===== src/hw/rtl/assert_macros.svh =====
// Assertion macros for the RTL
`ifndef ASSERT_MACROS_SVH
`define ASSERT_MACROS_SVH
// implication checked on every rising clock edge outside reset
`define ASSERT_IMP(label, clk, rst_n, ante, cons, msg) \
    label: assert property (@(posedge clk) disable iff (!rst_n) (ante) |-> (cons)) \
        else $error(msg);
// next-cycle implication
`define ASSERT_NEXT(label, clk, rst_n, ante, cons, msg) \
    label: assert property (@(posedge clk) disable iff (!rst_n) (ante) |=> (cons)) \
        else $error(msg);
`endif


===== src/hw/rtl/rw3d_pkg.sv =====
// ----------------------------------------------------------------------------
// rw3d_pkg
// Shared types and constants of the 3D random walker.
// ----------------------------------------------------------------------------
`timescale 1ns / 1ps
package rw3d_pkg;
    localparam int SAMPLE_BITS = 16;
    localparam int POS_WIDTH   = 32;
    localparam int TRY_W       = 10;
    localparam int C_W         = SAMPLE_BITS + 2;        // signed candidate
    localparam int MAG_W       = SAMPLE_BITS + 1;        // |c| <= 2^S
    localparam int SUM_W       = 2 * SAMPLE_BITS + 3;    // sum of three squares
    localparam int ROOT_W      = SAMPLE_BITS + 2;
    localparam int NUM_W       = MAG_W + 16;             // |c| << 16
    localparam int DIV_STEPS   = NUM_W;
    localparam int SQRT_STEPS  = (SUM_W + 1) / 2;
    localparam int D_W         = 18;                     // delta, |d| <= 65536
    localparam int NLANES      = 3;
    localparam logic [TRY_W-1:0] MAX_ATT_RST = TRY_W'(1000);

    typedef enum logic [1:0] {
        ST_MOVED    = 2'd0,
        ST_RETRY    = 2'd1,
        ST_GAVE_UP  = 2'd2
    } status_t;

    typedef struct packed {
        logic             start;
        logic [ROOT_W-1:0] root;
    } lane_ctl_t;

    function automatic logic signed [POS_WIDTH-1:0] sat_add(
        input logic signed [POS_WIDTH-1:0] p,
        input logic signed [D_W-1:0]       d
    );
        logic signed [POS_WIDTH:0] v;
        logic signed [POS_WIDTH:0] hi;
        logic signed [POS_WIDTH:0] lo;
        hi = (POS_WIDTH+1)'({1'b0, {(POS_WIDTH-1){1'b1}}});
        lo = -hi - (POS_WIDTH+1)'(1);
        v  = (POS_WIDTH+1)'(p) + (POS_WIDTH+1)'(d);
        if (v > hi)
            return hi[POS_WIDTH-1:0];
        else if (v < lo)
            return lo[POS_WIDTH-1:0];
        else
            return v[POS_WIDTH-1:0];
    endfunction
endpackage


===== src/hw/rtl/rw3d_sqrt.sv =====
// ----------------------------------------------------------------------------
// rw3d_sqrt
// Restoring integer square root, one result bit per cycle.
// ----------------------------------------------------------------------------
`timescale 1ns / 1ps
module rw3d_sqrt (
    input  logic                             clk,
    input  logic                             rst_n,
    input  logic                             start,
    input  logic [rw3d_pkg::SUM_W-1:0]       radicand,
    output logic                             done,
    output logic [rw3d_pkg::ROOT_W-1:0]      root
);
    localparam int RW  = 2 * rw3d_pkg::SQRT_STEPS;
    localparam int CW  = $clog2(rw3d_pkg::SQRT_STEPS + 1);

    logic [RW-1:0]                 rad_reg, rad_next;
    logic [rw3d_pkg::ROOT_W+1:0]   rem_reg, rem_next;
    logic [rw3d_pkg::ROOT_W-1:0]   res_reg, res_next;
    logic [CW-1:0]                 cnt_reg, cnt_next;
    logic                          busy_reg, busy_next;
    logic                          done_reg, done_next;
    logic [rw3d_pkg::ROOT_W+1:0]   trial;
    logic [rw3d_pkg::ROOT_W+1:0]   shifted;

    always_comb
    begin
        rad_next  = rad_reg;
        rem_next  = rem_reg;
        res_next  = res_reg;
        cnt_next  = cnt_reg;
        busy_next = busy_reg;
        done_next = 1'b0;
        shifted   = {rem_reg[rw3d_pkg::ROOT_W-1:0], rad_reg[RW-1 -: 2]};
        trial     = {res_reg, 2'b01};
        if (start)
        begin
            rad_next  = RW'(radicand);
            rem_next  = '0;
            res_next  = '0;
            cnt_next  = CW'(rw3d_pkg::SQRT_STEPS);
            busy_next = 1'b1;
        end
        else if (busy_reg)
        begin
            rad_next = {rad_reg[RW-3:0], 2'b00};
            if (shifted >= trial)
            begin
                rem_next = shifted - trial;
                res_next = {res_reg[rw3d_pkg::ROOT_W-2:0], 1'b1};
            end
            else
            begin
                rem_next = shifted;
                res_next = {res_reg[rw3d_pkg::ROOT_W-2:0], 1'b0};
            end
            cnt_next = cnt_reg - CW'(1);
            if (cnt_reg == CW'(1))
            begin
                busy_next = 1'b0;
                done_next = 1'b1;
            end
        end
    end

    always_ff @(posedge clk or negedge rst_n)
    begin
        if (!rst_n)
        begin
            busy_reg <= 1'b0;
            done_reg <= 1'b0;
            cnt_reg  <= '0;
        end
        else
        begin
            busy_reg <= busy_next;
            done_reg <= done_next;
            cnt_reg  <= cnt_next;
        end
    end

    always_ff @(posedge clk)
    begin
        rad_reg <= rad_next;
        rem_reg <= rem_next;
        res_reg <= res_next;
    end

    assign done = done_reg;
    assign root = res_reg;
endmodule


===== config.mk =====
export PLATFORM = sky130hd
export DESIGN_NAME = rw3d_sqrt
export DESIGN_NICKNAME = d
export VERILOG_FILES = /design/src/hw/rtl/assert_macros.svh /design/src/hw/rtl/rw3d_pkg.sv /design/src/hw/rtl/rw3d_sqrt.sv
export SDC_FILE = /design/constraint.sdc
export NUM_CORES = 1
export LEC_CHECK = 0
export ABC_AREA = 1
export BUFFER_PORTS_ARGS = -buffer_cell sky130_fd_sc_hd__buf_2
export CORE_MARGIN = 2
export CORE_UTILIZATION = 63
export DETAILED_ROUTE_END_ITERATION = 10
export MAX_ROUTING_LAYER = met4
export PLACE_DENSITY = 0.86
export SYNTH_ARGS = -nofsm -noshare
export SYNTH_HDL_FRONTEND = slang
export SYNTH_SLANG_ARGS = --single-unit

===== constraint.sdc =====
create_clock -name clk -period 5.1 [get_ports clk]
set_clock_uncertainty 0.2 [all_clocks]
set_input_delay 1.53 -clock clk [delete_from_list [all_inputs] [get_ports clk]]
set_output_delay 1.53 -clock clk [all_outputs]
set_load 0.03 [all_outputs]

# --- Yosys cells after proc, flatten, opt, wreduce, memory -nomap -nowiden ---
# Cells that the tools add are included.
word_totals:
  reg_bits: 79
  in_bits: 38
  output_inout_bits: 19
  word_cells: 24
classes:
  addsub: 2
  magnitude_cmp: 1
  eq_ne: 1
  muxes: 12
  reduce_logical: 1
op_table:
  columns: ["op", "count"]
  rows:
  - ["$mux 35", 2]
  - ["$ge 20x20->1", 1]
  - ["$mux 18", 1]
  - ["$sub 18x18->18", 1]
  - ["$mux 5", 2]
  - ["$mux 1", 7]
  - ["$eq 5x1->1 const B", 1]
  - ["$sub 5x1->5 const B", 1]
  - ["$reduce_bool 2->1", 1]

# --- Depth between registers and ports, before layout ---
# Gate-level depths: netlist of the first run.
depth:
  word_depth: 4
  ltp_mapped: 16
  mapped_depth_nobuf: 16

# --- Least setup slack after synthesis of the first run ---
# No wires, ideal clock.
synth_path:
  path_kind: "in2reg"
  start: "input port start"
  end: "register rad_reg[0] (enable)"
  setup_time_ps: 413
  arrival_ps: 2880
  required_ps: 4487
  setup_slack_ps: 1607
  cell_stages: 3
  path_buffers: 1
  cell_sequence: "nor2_1 -> inv_1 -> clkbuf_1"
synth_via:
  elab_chain_cells: 1
synth_lines:
  columns: ["item", "line", "rtl"]
  rows:
  - ["from (decl)", "rw3d_sqrt.sv:9", "input logic start,"]
  - ["$reduce_bool 2->1 (no source line)", null, null]
  - ["to (signal assigned)", "rw3d_sqrt.sv:84", "rad_reg <= rad_next;"]
  - ["to (decl)", "rw3d_sqrt.sv:17", "logic [RW-1:0] rad_reg, rad_next;"]
# No other way between the ends.
# A chain may end at the register's enable or synchronous reset.

# --- Worst setup path after layout of the first run ---
layout_path:
  start: "input port start"
  end: "register rad_reg[1] (enable)"
# The elaborated chain is that of the path after synthesis.

==> flow_summary.json, run 1 <==
{
  "rsz0062_at_grt": "no",
  "finalInstanceArea_sq_um": 5010,
  "rr_endpoint": "rem_reg[9]",
  "seq_area_frac_synth_pct": 43.6,
  "layoutNonFillerInstCount": 747,
  "globalRouteOverflowTotal": 0,
  "grt_max_degree": 55,
  "clk_latency_ns": 0.36,
  "route.detailed.wl_per_inst_microns": 13.9,
  "critical_path_required_ns": 4.89,
  "start_util_pct": 65.7,
  "place_inst": 731,
  "outcome": "finished clean",
  "core.rowCount": 30,
  "antenna_found_initial": 0,
  "drc": 0,
  "gp_congestion": 0.958,
  "synthTopCellsByArea": "edfxtp_1, nand2_1, dfxtp_1",
  "die_y_microns": 88.7,
  "dr.first_iter.drc_count": 253,
  "syn_nets": 657,
  "io_pins": 57,
  "netlist-cell-type-count": 40,
  "r2r_slack_ns": 2.21,
  "ant_nets": 0,
  "setup_viol": 0,
  "ir_worst_vdd_uv": 264,
  "path_clk_slew_ns": 0.09,
  "cts_buffers": 9,
  "cts_tree": "yes",
  "critPathMaxFanout": 54,
  "finalWorstSetupSlack_ns": 1.88,
  "switching_share_pct": 45.5,
  "yosys_warnings": 0,
  "die_x_microns": 88.7,
  "antennaDiodeCount": 0,
  "fmax_mhz": 310,
  "comb_power_share_pct": 53.1,
  "maxSlewViolCount": 0,
  "yosysTopAreaCell": "edfxtp_1",
  "syn_area_sq_um": 4510,
  "period_minus_slack_ns": 3.22,
  "io_buffers": 56,
  "crit_path_start_kind": "primary input",
  "totalWireLength_microns": 10400,
  "synth_edf_count": 35,
  "cp-end-kind": "flop",
  "min_to": "rad_reg[35]",
  "p_switching_mw": 1.27,
  "place_hpwl_microns": 7460,
  "worst_hold_slack_ns": 0.273,
  "postPlaceCellArea_sq_um": 4810,
  "hold_viol": 0,
  "final.setup.tns_ns": 0,
  "drive_gt1_share_pct": 15.1,
  "powerDensity_nw_per_um2": 555,
  "yosys.area.top_type_share_pct": 23.3,
  "core_area_sq_um": 6870,
  "track_usage_pct": 29.0,
  "critPathKind": "primary input to flop",
  "htreeDepth": 3,
  "postSynthRegisterBits": 79,
  "nets": 706,
  "hp-start": "rad_reg[33]",
  "die-area_sq_um": 7860,
  "grt_first_pass_wirelength_microns": 17200,
  "tightest_slew_ns": 1.05,
  "synth_ff_type": "dfxtp_1",
  "p_int_mw": 1.52,
  "p_seq_share_pct": 29.6,
  "cts.sinks": 79,
  "clockRootBuffer": "clkbuf_8",
  "cts_resized": 0,
  "hold_buffers": 0,
  "via_count": 4054,
  "firstDrtPassIters": 4,
  "maxCapViolCount": 0,
  "area_growth_pct": 11.1,
  "post_cts_buffers": 0,
  "synthArstFlopShare_pct": 8.86,
  "syn-instance-count": 597,
  "period_share_pct": 63.2,
  "syn_area_per_cell_sq_um": 7.56,
  "hold_class": "flop to flop",
  "clk_path_buf_depth": 2,
  "crit-reg2reg-launch": "root[11]",
  "vias_per_cell": 5.43,
  "grt_pass1_vias": 3928,
  "dp_slack_ns": 1.52,
  "leakagePower_nw": 2.64,
  "clockPowerShare_pct": 17.3,
  "arrival_ns": 3.02,
  "relSlewSlack_pct": 29.9,
  "hold_path_depth": 2,
  "largest_reg_flops": 36,
  "rr_worst_depth": 13
}
[how the worst max path moves through the flow]
| stage | depth (start not counted) | from | end | slack [ns] |
|---|---|---|---|---|
| after global placement | 4 | start | rad_reg[12] | 1.56 |
| final | 4 | start | rad_reg[1] | 1.88 |
| after floorplan | 3 | start | rad_reg[0] | 1.61 |
| after CTS | 4 | start | rad_reg[24] | 1.89 |
| after detailed placement | 4 | start | rad_reg[12] | 1.52 |
| after global routing | 4 | start | rad_reg[26] | 1.71 |
[critical path, stage by stage]
cell	delay [ns]
buf_2	0.51
nor2_1	0.33
clkinv_1	0.12
buf_4	0.51
[metal layers]
layer	GRT usage [%]	vias to the layer above	wire length (microns)
li1	-	2018	-
met1	35.6	1858	4420
met2	47.4	158	5110
met3	6.53	20	702
met4	9.78	0	174
met5	-	-	0
[power groups by stage]
stage / clock (mW) / combinational (mW) / sequential (mW)
finish: 0.482 / 1.48 / 0.822
global placement: 0 / 1.37 / 0.831
detailed placement: 0 / 1.42 / 0.832
floorplan: 0 / 1.21 / 0.829
CTS: 0.486 / 1.44 / 0.819
global route: 0.510 / 1.65 / 0.828
[cell usage in the layout, fill, tap and decap left out, types with 10 or more instances in the layout]
master    count
nand3_2      10
edfxtp_1     35
nand4_1      15
ha_1         22
a21oi_1      16
nand2_1     230
nand3_1      39
buf_2        56
o21ai_0      12
inv_1        79
o22ai_1      17
dfxtp_1      37
nor2_1       24
[per-stage QoR]
| step | util (%) | total power [mW] |
|---|---|---|
| after global routing | 73.0 | 2.99 |
| after CTS | 73.0 | 2.75 |
| after global placement | 70.0 | 2.20 |
| after floorplan | - | 2.04 |
| after detailed placement | 70.0 | 2.25 |
| final | 73.0 | 2.78 |
[cell usage after synthesis, drive strengths merged, types with 10 or more instances]
cell type and number:
dfxtp 37, o22ai 17, a21oi 17, nor2 27, nand4 16, clkbuf 10
buf 11, inv 81, edfxtp 35, o21ai 12, ha 22, nand3 49
nand2 232
[layout make-up]
class	count	area, sq um
multi-input combinational	415	2110
sequential	79	1970
fill	542	1850
inverter	82	308
timing repair buffer	59	303
clock buffer	9	124
tap	96	120
clock inverter	7	80.1
[kinds of logic (layout without fill, tap and decap cells)]
logic type | count (synthesis) | count (layout) | synth area share, %
AO/OA/AOI/OAI | 54 | 54 | 6.93
XOR/XNOR | 7 | 7 | 1.36
adder cells (fa/ha/maj) | 22 | 22 | 6.10
buffers and inverters | 103 | 157 | 9.62
flip-flops | 79 | 79 | 43.6
AND/OR/NAND/NOR | 332 | 332 | 32.4
Note: power is estimated with default switching activity, not from simulation.
==> inputs of run 2 (changes only) <==
--- a/config.mk
+++ b/config.mk
@@ -8,10 +8,10 @@
 export ABC_AREA = 1
 export BUFFER_PORTS_ARGS = -buffer_cell sky130_fd_sc_hd__buf_2
 export CORE_MARGIN = 2
-export CORE_UTILIZATION = 63
+export CORE_UTILIZATION = 58
 export DETAILED_ROUTE_END_ITERATION = 10
 export MAX_ROUTING_LAYER = met4
-export PLACE_DENSITY = 0.86
+export PLACE_DENSITY = 0.8
 export SYNTH_ARGS = -nofsm -noshare
 export SYNTH_HDL_FRONTEND = slang
 export SYNTH_SLANG_ARGS = --single-unit
==> constraint.sdc (replaced) <==
create_clock -name clk -period 3.1 [get_ports clk]
set_clock_uncertainty 0.2 [all_clocks]
set_input_delay 0.93 -clock clk [delete_from_list [all_inputs] [get_ports clk]]
set_output_delay 0.93 -clock clk [all_outputs]
set_load 0.03 [all_outputs]
==> run 2 against run 1 <==
- global-route usage fell by 3.0 points
- design area is 0.90% higher
- via count decreased by 2.8%
- register-to-register slack got worse by 1.7 ns
- power is 62% higher
- cell count increased by 1.5%
- sequential share of layout area fell by 0.35 points
- die area is 8.2% higher
- critical path type is now flop to flop
- largest power group unchanged
- worst hold slack got worse by 0.091 ns
- non-clock buffer count up 5
- routed wire length decreased by 3.8%
- first-iteration DRC count increased by 24%
==> flow_summary.json, run 2 (same netlist as run 1, synthesis figures left out) <==
{
  "period_share_pct": 83.4,
  "setup_viol": 0,
  "fmax_mhz": 387,
  "p_seq_share_pct": 30.0,
  "cts_resized": 0,
  "vias_per_cell": 5.20,
  "path_cells": "inv_1 -> ha_1 -> nand2_1 -> inv_1 -> nand2_1 -> nand2_1 -> nand2_1 -> nand2_1 -> nand2_1 -> nand4_4 -> or2_2 -> nand3_1 -> nand2_1",
  "final.setup.tns_ns": 0,
  "grt_max_degree": 46,
  "switching_share_pct": 45.1,
  "critPathMaxFanout": 26,
  "mostFrequentLayoutCell": "nand2_1",
  "ir_worst_vdd_uv": 443,
  "die_x_microns": 92.2,
  "globalRouteOverflowTotal": 0,
  "p_switching_mw": 2.03,
  "maxCapViolCount": 0,
  "powerDensity_nw_per_um2": 890,
  "nets": 711,
  "critPathSlowestCell": "or2_2",
  "relSlewSlack_pct": 69.5,
  "grt_pass1_vias": 3757,
  "comb_power_share_pct": 54.2,
  "path_buf_inv": 2,
  "p_int_mw": 2.47,
  "clk_path_buf_depth": 2,
  "rr_endpoint": "rem_reg[15]",
  "grt_first_pass_wirelength_microns": 17200,
  "period_minus_slack_ns": 2.59,
  "hold_class": "primary input to async pin",
  "finalInstanceArea_sq_um": 5060,
  "arrival_ns": 2.64,
  "r2r_slack_ns": 0.51,
  "die-area_sq_um": 8510,
  "start_util_pct": 59.0,
  "drc": 0,
  "critPathKind": "flop to flop",
  "ant_nets": 0,
  "layoutNonFillerInstCount": 758,
  "htreeDepth": 3,
  "crit_path_start_kind": "flop",
  "clk_latency_ns": 0.36,
  "post_cts_buffers": 0,
  "path_common_cell": "nand2_1",
  "firstDrtPassIters": 5,
  "core.rowCount": 32,
  "cts_tree": "yes",
  "antennaDiodeCount": 0,
  "gp_congestion": 0.954,
  "clockRootBuffer": "clkbuf_8",
  "outcome": "finished clean",
  "place_hpwl_microns": 7650,
  "rsz0062_at_grt": "no",
  "tightest_slew_ns": 0.454,
  "via_count": 3941,
  "area_growth_pct": 12.1,
  "fill_cells": 638,
  "die_y_microns": 92.2,
  "cts.sinks": 79,
  "final_cell_mix": "nand2_1, inv_1, buf_2, nand3_1, dfxtp_1",
  "route.detailed.wl_per_inst_microns": 13.2,
  "slowest_delay_ns": 0.43,
  "maxSlewViolCount": 0,
  "core_area_sq_um": 7650,
  "hold_viol": 0,
  "leakagePower_nw": 2.67,
  "crit-reg2reg-launch": "root[4]",
  "clockPowerShare_pct": 15.9,
  "io_buffers": 56,
  "postPlaceCellArea_sq_um": 4870,
  "antenna_found_initial": 0,
  "path_clk_slew_ns": 0.09,
  "drive_gt1_share_pct": 15.5,
  "place_inst": 742,
  "track_usage_pct": 26.0,
  "rr_worst_depth": 13,
  "totalWireLength_microns": 10000,
  "hold_buffers": 0,
  "largest_reg_flops": 36,
  "dr.first_iter.drc_count": 313,
  "cts_buffers": 9,
  "crit_family": "simple AND/OR/NAND/NOR gates",
  "io_pins": 57,
  "cp-end-kind": "flop",
  "critical_path_required_ns": 3.15
}
run 2: power groups by stage:
stage	clock, mW	combinational, mW	sequential [mW]
2_1_floorplan	0	1.99	1.36
3_3_place_gp	0	2.36	1.36
3_5_place_dp	0	2.40	1.37
4_1_cts	0.727	2.41	1.35
5_1_grt	0.770	2.79	1.36
6_report	0.715	2.44	1.35
run 2: through the flow:
| stage | power, mW | utilization (%) | setup WS, ns | hold WS [ns] |
|---|---|---|---|---|
| after floorplan | 3.35 | - | 0.207 | 0.222 |
| after global placement | 3.73 | 63.7 | 0.576 | 0.251 |
| after detailed placement | 3.76 | 63.7 | 0.537 | 0.262 |
| after CTS | 4.48 | 66.2 | 0.518 | 0.180 |
| after global routing | 4.92 | 66.2 | 0.268 | 0.187 |
| final | 4.50 | 66.2 | 0.513 | 0.181 |
run 2: metal layers:
layer,part of all wire (%),up-vias,GRT usage [%]
li1,-,2030,-
met5,0,-,-
met4,1.9,0,10.3
met2,46,106,40.7
met1,47,1790,34.0
met3,5.5,15,4.35
run 2: layout make-up:
cell class	count	area, sq um	area share (%)
tap	102	128	2.52
clock buffer	11	153	3.02
multi-input combinational	415	2110	41.8
inverter	82	308	6.08
clock inverter	5	38.8	0.767
timing repair buffer	64	353	6.97
sequential	79	1970	38.9
run 2: worst max path at each step:
stage | start | to | slack (ns) | depth (start not counted)
3_3_place_gp | root[9] | rem_reg[13] | 0.58 | 13
6_report | root[4] | rem_reg[15] | 0.51 | 13
3_5_place_dp | root[11] | rem_reg[15] | 0.54 | 11
4_1_cts | root[11] | rem_reg[15] | 0.52 | 11
2_1_floorplan | start | rad_reg[0] | 0.21 | 3
5_1_grt | root[11] | rem_reg[13] | 0.27 | 11
