### config.mk
export PLATFORM = sky130hd
export DESIGN_NAME = rw3d_lane
export DESIGN_NICKNAME = d
export VERILOG_FILES = /design/src/hw/rtl/assert_macros.svh /design/src/hw/rtl/rw3d_pkg.sv /design/src/hw/rtl/rw3d_lane.sv
export SDC_FILE = /design/constraint.sdc
export NUM_CORES = 1
export LEC_CHECK = 0
export ABC_AREA = 1
export BUFFER_PORTS_ARGS = -buffer_cell sky130_fd_sc_hd__buf_2
export CAP_MARGIN = 20
export CORE_MARGIN = 8
export CORE_UTILIZATION = 59
export DETAILED_ROUTE_END_ITERATION = 10
export GPL_TIMING_DRIVEN = 0
export HOLD_SLACK_MARGIN = 0.05
export PLACE_DENSITY = 0.79
export SYNTH_ARGS = -nofsm -noshare
export SYNTH_HDL_FRONTEND = slang
export SYNTH_SLANG_ARGS = --single-unit
export TNS_END_PERCENT = 30
### constraint.sdc
create_clock -name clk -period 2.32 [get_ports clk]
set_clock_uncertainty 0.15 [all_clocks]
set_input_delay 0.348 -clock clk [delete_from_list [all_inputs] [get_ports clk]]
set_output_delay 0.348 -clock clk [all_outputs]
set_load 0.02 [all_outputs]
### src/hw/rtl/assert_macros.svh
// Assertion macros for the RTL
`ifndef ASSERT_MACROS_SVH
`define ASSERT_MACROS_SVH
// implication checked on every rising clock edge outside reset
`define ASSERT_IMP(label, clk, rst_n, ante, cons, msg) \
    label: assert property (@(posedge clk) disable iff (!rst_n) (ante) |-> (cons)) \
        else $error(msg);
// next-cycle implication
`define ASSERT_NEXT(label, clk, rst_n, ante, cons, msg) \
    label: assert property (@(posedge clk) disable iff (!rst_n) (ante) |=> (cons)) \
        else $error(msg);
`endif

### src/hw/rtl/rw3d_pkg.sv
// ----------------------------------------------------------------------------
// rw3d_pkg
// Shared types and constants of the 3D random walker.
// ----------------------------------------------------------------------------
`timescale 1ns / 1ps
package rw3d_pkg;
    localparam int SAMPLE_BITS = 16;
    localparam int POS_WIDTH   = 32;
    localparam int TRY_W       = 10;
    localparam int C_W         = SAMPLE_BITS + 2;        // signed candidate
    localparam int MAG_W       = SAMPLE_BITS + 1;        // |c| <= 2^S
    localparam int SUM_W       = 2 * SAMPLE_BITS + 3;    // sum of three squares
    localparam int ROOT_W      = SAMPLE_BITS + 2;
    localparam int NUM_W       = MAG_W + 16;             // |c| << 16
    localparam int DIV_STEPS   = NUM_W;
    localparam int SQRT_STEPS  = (SUM_W + 1) / 2;
    localparam int D_W         = 18;                     // delta, |d| <= 65536
    localparam int NLANES      = 3;
    localparam logic [TRY_W-1:0] MAX_ATT_RST = TRY_W'(1000);

    typedef enum logic [1:0] {
        ST_MOVED    = 2'd0,
        ST_RETRY    = 2'd1,
        ST_GAVE_UP  = 2'd2
    } status_t;

    typedef struct packed {
        logic             start;
        logic [ROOT_W-1:0] root;
    } lane_ctl_t;

    function automatic logic signed [POS_WIDTH-1:0] sat_add(
        input logic signed [POS_WIDTH-1:0] p,
        input logic signed [D_W-1:0]       d
    );
        logic signed [POS_WIDTH:0] v;
        logic signed [POS_WIDTH:0] hi;
        logic signed [POS_WIDTH:0] lo;
        hi = (POS_WIDTH+1)'({1'b0, {(POS_WIDTH-1){1'b1}}});
        lo = -hi - (POS_WIDTH+1)'(1);
        v  = (POS_WIDTH+1)'(p) + (POS_WIDTH+1)'(d);
        if (v > hi)
            return hi[POS_WIDTH-1:0];
        else if (v < lo)
            return lo[POS_WIDTH-1:0];
        else
            return v[POS_WIDTH-1:0];
    endfunction
endpackage

### src/hw/rtl/rw3d_lane.sv
// ----------------------------------------------------------------------------
// rw3d_lane
// One axis: restoring division of |c| << 16 by the norm, sign restored.
// ----------------------------------------------------------------------------
`timescale 1ns / 1ps
module rw3d_lane (
    input  logic                                clk,
    input  logic                                rst_n,
    input  rw3d_pkg::lane_ctl_t                 ctl,
    input  logic signed [rw3d_pkg::C_W-1:0]     cand,
    output logic                                done,
    output logic signed [rw3d_pkg::D_W-1:0]     delta
);
    localparam int NW = rw3d_pkg::NUM_W;
    localparam int RW = rw3d_pkg::ROOT_W;
    localparam int CW = $clog2(rw3d_pkg::DIV_STEPS + 1);

    logic [NW-1:0]   num_reg, num_next;
    logic [RW:0]     rem_reg, rem_next;
    logic [RW-1:0]   den_reg, den_next;
    logic            neg_reg, neg_next;
    logic [CW-1:0]   cnt_reg, cnt_next;
    logic            busy_reg, busy_next;
    logic            done_reg, done_next;
    logic [RW:0]     sh;
    logic [rw3d_pkg::MAG_W-1:0] mag;

    always_comb
    begin
        num_next  = num_reg;
        rem_next  = rem_reg;
        den_next  = den_reg;
        neg_next  = neg_reg;
        cnt_next  = cnt_reg;
        busy_next = busy_reg;
        done_next = 1'b0;
        mag = cand[rw3d_pkg::C_W-1] ? rw3d_pkg::MAG_W'(-cand) : rw3d_pkg::MAG_W'(cand);
        sh  = {rem_reg[RW-1:0], num_reg[NW-1]};
        if (ctl.start)
        begin
            num_next  = {mag, 16'd0};
            rem_next  = '0;
            den_next  = ctl.root;
            neg_next  = cand[rw3d_pkg::C_W-1];
            cnt_next  = CW'(rw3d_pkg::DIV_STEPS);
            busy_next = 1'b1;
        end
        else if (busy_reg)
        begin
            if (sh >= {1'b0, den_reg})
            begin
                rem_next = sh - {1'b0, den_reg};
                num_next = {num_reg[NW-2:0], 1'b1};
            end
            else
            begin
                rem_next = sh;
                num_next = {num_reg[NW-2:0], 1'b0};
            end
            cnt_next = cnt_reg - CW'(1);
            if (cnt_reg == CW'(1))
            begin
                busy_next = 1'b0;
                done_next = 1'b1;
            end
        end
    end

    always_ff @(posedge clk or negedge rst_n)
    begin
        if (!rst_n)
        begin
            busy_reg <= 1'b0;
            done_reg <= 1'b0;
            cnt_reg  <= '0;
        end
        else
        begin
            busy_reg <= busy_next;
            done_reg <= done_next;
            cnt_reg  <= cnt_next;
        end
    end

    always_ff @(posedge clk)
    begin
        num_reg <= num_next;
        rem_reg <= rem_next;
        den_reg <= den_next;
        neg_reg <= neg_next;
    end

    // quotient <= 65536 fits in D_W-1 bits
    assign done  = done_reg;
    assign delta = neg_reg ? -$signed(rw3d_pkg::D_W'(num_reg)) : $signed(rw3d_pkg::D_W'(num_reg));
endmodule

Word-level counts from Yosys, hierarchy flattened
Index checks and enable logic that the tools add are counted.
- bits in registers: 78
- latch bits: 0
- bits in writable memories: 0
- bits in read-only memories: 0
- input bits: 39
- output and inout bits: 19
- logic and storage cells: 29
- memories: 0
- $add $sub $neg: 4
- $mul: 0
- divide/modulo/power cells: 0
- order comparisons: 1
- eq/ne operators: 1
- shifts and indexed selects: 0
- mux-type cells: 14
- bitwise logic cells: 0
- reduce and logical (&&, ||, !) cells: 1
- operators by type and width (operator ; count):
    33-bit two-way mux ; 2
    18-bit two-way mux ; 2
    19-bit by 18-bit greater-or-equal comparator with 1-bit output ; 1
    18-bit negator ; 1
    18-bit subtractor ; 1
    17-bit two-way mux ; 1
    17-bit negator ; 1
    6-bit two-way mux ; 2
    1-bit two-way mux ; 7
    6-bit by 1-bit equality test with 1-bit output, second input constant ; 1
    6-bit by 1-bit subtractor with 6-bit output, second input constant ; 1
    2-bit nonzero test ; 1

Depth between registers and ports, before layout
Gate-level depths: netlist of run 1.
- depth in word-level cells: 4
- depth in mapped cells: 15
- gate-level depth less buffers: 15

Worst setup path before layout of run 1
Ideal clock, no wire load.
- path type: register to output
- start: reg num_reg[1]
- end: out delta[14] (netlist bit)
- data arrival time: 1.568 ns
- required time: 1.822 ns
- slack: 0.254 ns
- stages on the path, launching flop included: 8
- path buffers: 0
- path through: dfxtp_1 inv_1 ha_1 nand3_1 nor3_1 nor2_1 a21oi_1 xor2_1
- word-level cells in the longest chain between the ends: 2
- RTL lines (item ; line ; text):
    from (decl) ; rw3d_lane.sv:18 ; logic [NW-1:0] num_reg, num_next;
    from (signal assigned) ; rw3d_lane.sv:87 ; num_reg <= num_next;
    18-bit negator ; rw3d_lane.sv:95 ; assign delta = neg_reg ? -$signed(rw3d_pkg::D_W'(num_reg)) : $signed(rw3d_pkg::D_W'(num_reg));
    18-bit two-way mux ; rw3d_lane.sv:95 ;
    to (decl) ; rw3d_lane.sv:12 ; output logic signed [rw3d_pkg::D_W-1:0] delta
No other way between the ends.

Worst setup path in the final report of run 1
- start: reg num_reg[4]
- end: out delta[16] (netlist bit)
The elaborated chain is that of the path after synthesis.

==> results of run 1 <==
[power groups by stage]
stage                     clock network (uW)  logic (uW)  registers (uW)
after CTS                               1020        3140            1870
after floorplan                            0        2340            1850
final                                   1000        3400            1880
after detailed placement                   0        3000            1890
after global routing                    1070        3760            1910
after global placement                     0        2930            1880
[logic make-up (layout without fill, tap and decap cells)]
family	after synthesis	after routing	synth area share
AND/OR/NAND/NOR	315	315	0.289
adder cells (fa/ha/maj)	23	23	0.0601
XOR/XNOR	22	22	0.0392
AO/OA/AOI/OAI	100	100	0.114
buffers and inverters	119	220	0.0976
flip-flops	78	78	0.400
[final timing paths]
path	start	to	depth (start not counted)
min in group asynchronous	rst_n	done	2
worst max-delay path	num_reg[4]	delta[16]	7
worst min-delay path	cand[17]	neg_reg	1
worst min register to register	rem_reg[15]	rem_reg[15]	2
max in group asynchronous	rst_n	cnt_reg[1]	2
worst max register to register	den_reg[12]	rem_reg[8]	10
[worst max-delay path, stage by stage (launching register included)]
cell	delay [ns]
dfxtp_1	0.36
inv_1	0.15
nand4_1	0.21
nor3_4	0.22
buf_4	0.16
a31oi_2	0.09
xor2_1	0.18
buf_4	0.16
[metal layers]
layer | wire length [microns] | share of wire | global-route usage | vias up
met4 | 315 | 0.025 | 0.0643 | 0
met1 | 5270 | 0.42 | 0.256 | 2166
li1 | - | - | - | 2348
met3 | 691 | 0.055 | 0.0396 | 29
met5 | 0 | 0 | 0 | -
met2 | 6290 | 0.50 | 0.380 | 150
[cell usage in the layout (no fill, tap or decap), types with 3 or more instances in the layout]
master / synthesis / layout
nand2_2: 6 / 14
nor2_2: 2 / 3
nand4_1: 5 / 5
inv_2: 3 / 4
inv_4: 0 / 3
nor2_1: 38 / 35
xnor2_1: 6 / 6
nand3_1: 53 / 49
nand2_1: 176 / 168
inv_1: 98 / 95
ha_1: 22 / 21
nand3b_1: 11 / 11
clkbuf_8: 0 / 10
o21bai_1: 3 / 3
edfxtp_1: 36 / 36
a21oi_1: 29 / 26
o22ai_1: 18 / 18
dfrtp_1: 8 / 8
dfxtp_1: 34 / 32
buf_6: 2 / 5
dlygate4sd3_1: 0 / 19
buf_2: 2 / 51
xor2_1: 16 / 16
a21oi_2: 1 / 4
buf_4: 1 / 14
clkbuf_1: 9 / 10
nand3_2: 3 / 5
nor3_1: 14 / 13
o21ai_0: 40 / 39
[what timing repair did]
action                                  CTS  global route
gates resized for setup                  14            37
hold endpoints to repair                 26             0
endpoints found under the setup margin   11            33
setup buffers                             4             4
cloned                                    0             0
hold buffers                             19             0
pin swaps                                 3             8
[cell type report]
cell class	count	area, sq um	area share
multi-input cells	460	2590	0.434
flip-flops and latches	78	1960	0.330
repair buffers	85	594	0.0997
inverters	102	388	0.0651
clock buffers	13	170	0.0286
well taps	105	131	0.0220
plain buffers	17	98.8	0.0166
clock inverters	3	23.8	0.00399
[per-stage QoR]
step / setup slack [ns] / TNS, ns / cells / total power, uW / hold WS (ns)
after floorplan: 0.254 / 0 / 657 / 4200 / -0.0976
after global routing: -0.176 / -1.06 / 863 / 6740 / 0.0545
final: -0.0694 / -0.174 / 863 / 6280 / 0.0610
after detailed placement: -0.285 / -5.59 / 820 / 4890 / 0.0505
after global placement: -0.680 / -16.97 / 819 / 4810 / 0.0433
after CTS: -0.0255 / -0.0348 / 859 / 6030 / 0.0539
==> impl_metrics.csv, run 1 <==
group,metric,value,unit
run_status,status,"complete, but fails checks",
run_status,violations,"setup timing",
global_route,grt_pass1_vias,4493,
finish,syn2layout_area_growth,21.4,%
detailed_routing,wl,12.6,mm
synthesis,syn_area,4910,sq um
sta,tightest_slew,0.597,ns
die,row_count,33,
power_and_ir_drop,p_per_area,1050,nW/um^2
die,ios,58,
detailed_routing,viasPerCell,5.44,
power_and_ir_drop,pwr-share-seq,0.299,
die,die_area,11500,sq um
clock_tree,cts_buffers,9,
finish,final_layout_size_suffix_gt1_frac,0.183,
sta,period_share,1.03,
worst_setup_path,cp_max_fo,4,
synthesis,synth.top_cell.area_share,0.220,
detailed_routing,drc,0,
run,maxCapViolCount,0,
clock_tree,clockBufferDepth,2,
synthesis,yosys_warnings,0,
synthesis,synth.avg_cell_area,7.47,sq um
worst_setup_path,cp-start-kind,"flop",
power_and_ir_drop,leakage,0.00291,uW
clock_tree,cts.clk_slew.worst_paths,0.08,ns
detailed_routing,vias,4693,
detailed_routing,drt_iter0_drc,177,
synthesis,seq_area_frac_synth,0.400,
clock_tree,cts.sinks,78,
clock_tree,cts_tree,"done",
sta,maxSlewHeadroom,0.602,
synthesis,synth_edf_count,36,
sta,min_period,2.39,ns
global_route,grt_pass1_wl,20.3,mm
synthesis,synthFlopType,"edfxtp_1",
worst_setup_path,cp.required,1.82,ns
clock_tree,clk_latency,0.35,ns
sta,hold_viol_final,0,
finish,n_fill_cell,588,
power_and_ir_drop,p_sw_frac,0.432,
finish,largest_reg_flops,33,
sta,setup_slack,-0.0694,ns
synthesis,synth-seq-cells,78,
global_route,grt_max_degree,21,
synthesis,synth.most_common_cell,"nand2_1",
finish,final_core_utilization,0.733,
sta,setup_viol,7,
sta,drv_slew,0,
placed_design,gp_congestion,0.894,
worst_setup_path,crit_type,"reg2out",
clock_tree,htree_levels,3,
die,dieHeight,107,microns
sta,fmaxAchievable,0.419,GHz
placed_design,placed_cell_area,5350,sq um
detailed_routing,dr.pass1.iters,4,
synthesis,synthArstFlopShare,0.103,
global_route,antenna_found_initial,0,
worst_setup_path,worstPathArrival,1.89,ns
die,start_util,0.604,
finish,final_area,5960,sq um
synthesis,synthTopCellsByArea,"edfxtp_1 (22%), dfxtp_1 (14%), nand2_1 (13%), inv_1 (7.5%), ha_1 (5.6%)",
power_and_ir_drop,ir_drop,0.470,mV
finish,antenna_cells,0,
synthesis,syn_nets,719,
detailed_routing,drtAntennaViolNets,0,
global_route,grt-ovfl-total,0,
power_and_ir_drop,p_switching,2710,uW
placed_design,dpl.hpwl,8.81,mm
synthesis,syn_inst,657,
clock_tree,root_buffer,"clkbuf_8",
synthesis,synth_area_leader_cell,"edfxtp_1",
worst_setup_path,rrSetupSlack,0.10,ns
detailed_routing,routedWlPerCell,14.6,microns
synthesis,netlist-cell-type-count,41,
finish,fin_nets,815,
power_and_ir_drop,p_clk_frac,0.160,
power_and_ir_drop,p_int,3570,uW
global_route,grt_usage,0.214,
power_and_ir_drop,combPwrFrac,0.541,
sta,rsz0062_at_grt,"true",
worst_setup_path,crit_path_end_kind,"primary output",
worst_hold_path,holdCritPathClass,"in2reg",
placed_design,port_buffers,57,
die,core,8130,sq um
die,die_w,107,microns
synthesis,ys_top_cells_by_count,"nand2_1 (176), inv_1 (98), nand3_1 (53), o21ai_0 (40), nor2_1 (38)",
Power figures use the tool's default switching activity.
==> inputs of run 2 (changes only) <==
--- a/config.mk
+++ b/config.mk
@@ -9,11 +9,12 @@
 export BUFFER_PORTS_ARGS = -buffer_cell sky130_fd_sc_hd__buf_2
 export CAP_MARGIN = 20
 export CORE_MARGIN = 8
-export CORE_UTILIZATION = 59
+export CORE_UTILIZATION = 60
+export CTS_BUF_LIST = sky130_fd_sc_hd__clkbuf_2 sky130_fd_sc_hd__clkbuf_4 sky130_fd_sc_hd__clkbuf_8
 export DETAILED_ROUTE_END_ITERATION = 10
 export GPL_TIMING_DRIVEN = 0
 export HOLD_SLACK_MARGIN = 0.05
-export PLACE_DENSITY = 0.79
+export PLACE_DENSITY = 0.8
 export SYNTH_ARGS = -nofsm -noshare
 export SYNTH_HDL_FRONTEND = slang
 export SYNTH_SLANG_ARGS = --single-unit
==> impl_metrics.csv, run 2 (synthesized netlist as in run 1, its figures left out) <==
group,metric,value,unit
worst_setup_path,reg2reg_from,"num_reg[32]",
clock_tree,cts_buffers,9,
clock_tree,root_buffer,"clkbuf_8",
worst_setup_path,cp_max_fo,3,
worst_setup_path,ff2ff_path_depth,14,
detailed_routing,drc,0,
finish,syn2layout_area_growth,22.0,%
global_route,use_met2,0.399,
sta,min_period,2.36,ns
placed_design,port_buffers,57,
finish,largest_reg_flops,33,
placed_design,gp_congestion,0.897,
run,maxCapViolCount,0,
placed_design,dp.cells,820,
global_route,grt_max_degree,21,
die,ios,58,
sta,maxSlewHeadroom,0.618,
sta,fmaxAchievable,0.424,GHz
finish,final_core_utilization,0.740,
global_route,grt_pass1_vias,4545,
worst_setup_path,reg2reg_to,"rem_reg[12]",
global_route,gr-max-usage-layer,"met2",
sta,rsz0062_at_grt,"true",
clock_tree,clockBufferDepth,2,
finish,layout_common_cells,"nand2_1 (172), inv_1 (91), buf_2 (53), nand3_1 (49), o21ai_0 (39)",
clock_tree,cts_tree,"done",
clock_tree,clk_latency,0.36,ns
finish,fin_nets,824,
placed_design,placed_cell_area,5340,sq um
worst_setup_path,crit_path_max_incr_delay,0.35,ns
finish,final_common_cell,"nand2_1",
global_route,grt_use_met1,0.258,
run_status,violations,"setup timing",
worst_setup_path,path_cells,"inv_4 -> nand3_4 -> nor2_4 -> nand4_1 -> nor2_4 -> nand4_1 -> nand2_1 -> nand2_1 -> nand2_2 -> buf_6",
worst_setup_path,crit_slowest_cell,"dfxtp_2",
sta,drv_slew,0,
detailed_routing,dr.pass1.iters,5,
placed_design,dpl.hpwl,8.74,mm
worst_setup_path,cp-start-kind,"flop",
worst_setup_path,crit_type,"reg2out",
detailed_routing,viasPerCell,5.40,
finish,antenna_cells,0,
worst_setup_path,worstPathArrival,1.86,ns
die,core,8090,sq um
power_and_ir_drop,leakage,0.00294,uW
run_status,status,"complete, but fails checks",
detailed_routing,vias,4707,
worst_hold_path,holdCritPathClass,"in2async",
clock_tree,cts.clk_slew.worst_paths,0.08,ns
worst_setup_path,crit_end,"delta[17]",
power_and_ir_drop,ir_drop,0.430,mV
sta,setup_slack,-0.0396,ns
global_route,grt_usage,0.221,
worst_setup_path,cp.required,1.82,ns
sta,hold_ws,0.209,ns
worst_setup_path,crit_start,"num_reg[0]",
detailed_routing,drt_iter0_drc,290,
power_and_ir_drop,p_per_area,1050,nW/um^2
detailed_routing,wl,12.7,mm
sta,tightest_slew,0.574,ns
clock_tree,cts.sinks,78,
detailed_routing,routedWlPerCell,14.6,microns
die,dieHeight,106,microns
sta,hold_viol_final,0,
worst_setup_path,rrSetupSlack,0.15,ns
die,row_count,33,
worst_setup_path,crit_path_end_kind,"primary output",
finish,final_layout_size_suffix_gt1_frac,0.193,
sta,period_share,1.02,
global_route,antenna_found_initial,0,
finish,final_cells,872,
die,start_util,0.607,
placed_design,dp_slack,-0.421,ns
sta,setup_viol,3,
die,die_area,11300,sq um
global_route,grt_pass1_wl,20.6,mm
finish,final_area,5990,sq um
global_route,grt-ovfl-total,0,
die,die_w,106,microns
clock_tree,htree_levels,3,
global_route,grt.met3_usage,0.0393,
detailed_routing,drtAntennaViolNets,0,
-- run 2: changes by cell type in the layout (fill, tap and decap cells not counted), sizes merged --
| cell | before | now |
|---|---|---|
| buf | 73 | 82 |
| dlygate4sd3 | 19 | 20 |
| clkinvlp | 0 | 1 |
| bufinv | 0 | 1 |
| clkbuf | 23 | 20 |
-- run 2: metal layers --
metal,up-vias,share of wire
li1,2364,-
met1,2163,0.42
met2,151,0.51
met3,29,0.049
met4,0,0.023
met5,-,0
-- run 2: how the worst min path moves through the flow --
stage	startpoint	endpoint	slack, ns
floorplan	rst_n	busy_reg	-0.1
global placement	rst_n	done	0.04
detailed placement	rst_n	cnt_reg[5]	0.05
CTS	cand[13]	num_reg[29]	0.20
global route	rst_n	cnt_reg[3]	0.23
finish	rst_n	cnt_reg[3]	0.21
-- run 2: critical path: cells and delay by family (launching register included) --
family,cells,cell delay (ns)
AND/OR/NAND/NOR,8,0.96
flip-flops,1,0.35
buffers and inverters,2,0.20
-- run 2: metrics by stage --
stage / TNS, ns / power [uW]
floorplan: 0 / 4200
global placement: -16.53 / 4810
detailed placement: -8.31 / 4880
CTS: -0.0317 / 6080
global route: -0.877 / 6750
finish: -0.0946 / 6290
-- run 2: timing repair --
item / 4_1_cts / 5_1_grt
endpoints found under the hold margin: 27 / 0
pin swaps: 4 / 7
gates resized for setup: 18 / 29
setup buffers: 7 / 9
endpoints found under the setup margin: 23 / 20
hold buffers: 20 / 0
-- run 2: area by class of cell --
class / count / area, sq um
Sequential cell: 78 / 1970
Multi-Input combinational cell: 460 / 2560
Tap cell: 105 / 131
Buffer: 17 / 97.6
Clock buffer: 11 / 139
Fill cell: 644 / 2100
Timing Repair Buffer: 94 / 646
Inverter: 102 / 388
Clock inverter: 5 / 57.6
-- run 2: report_power, final --
group | switching (uW) | internal, uW | total (uW)
sequential | 162 | 1720 | 1880
clock | 524 | 525 | 1050
combinational | 2040 | 1330 | 3360
total | 2720 | 3570 | 6290
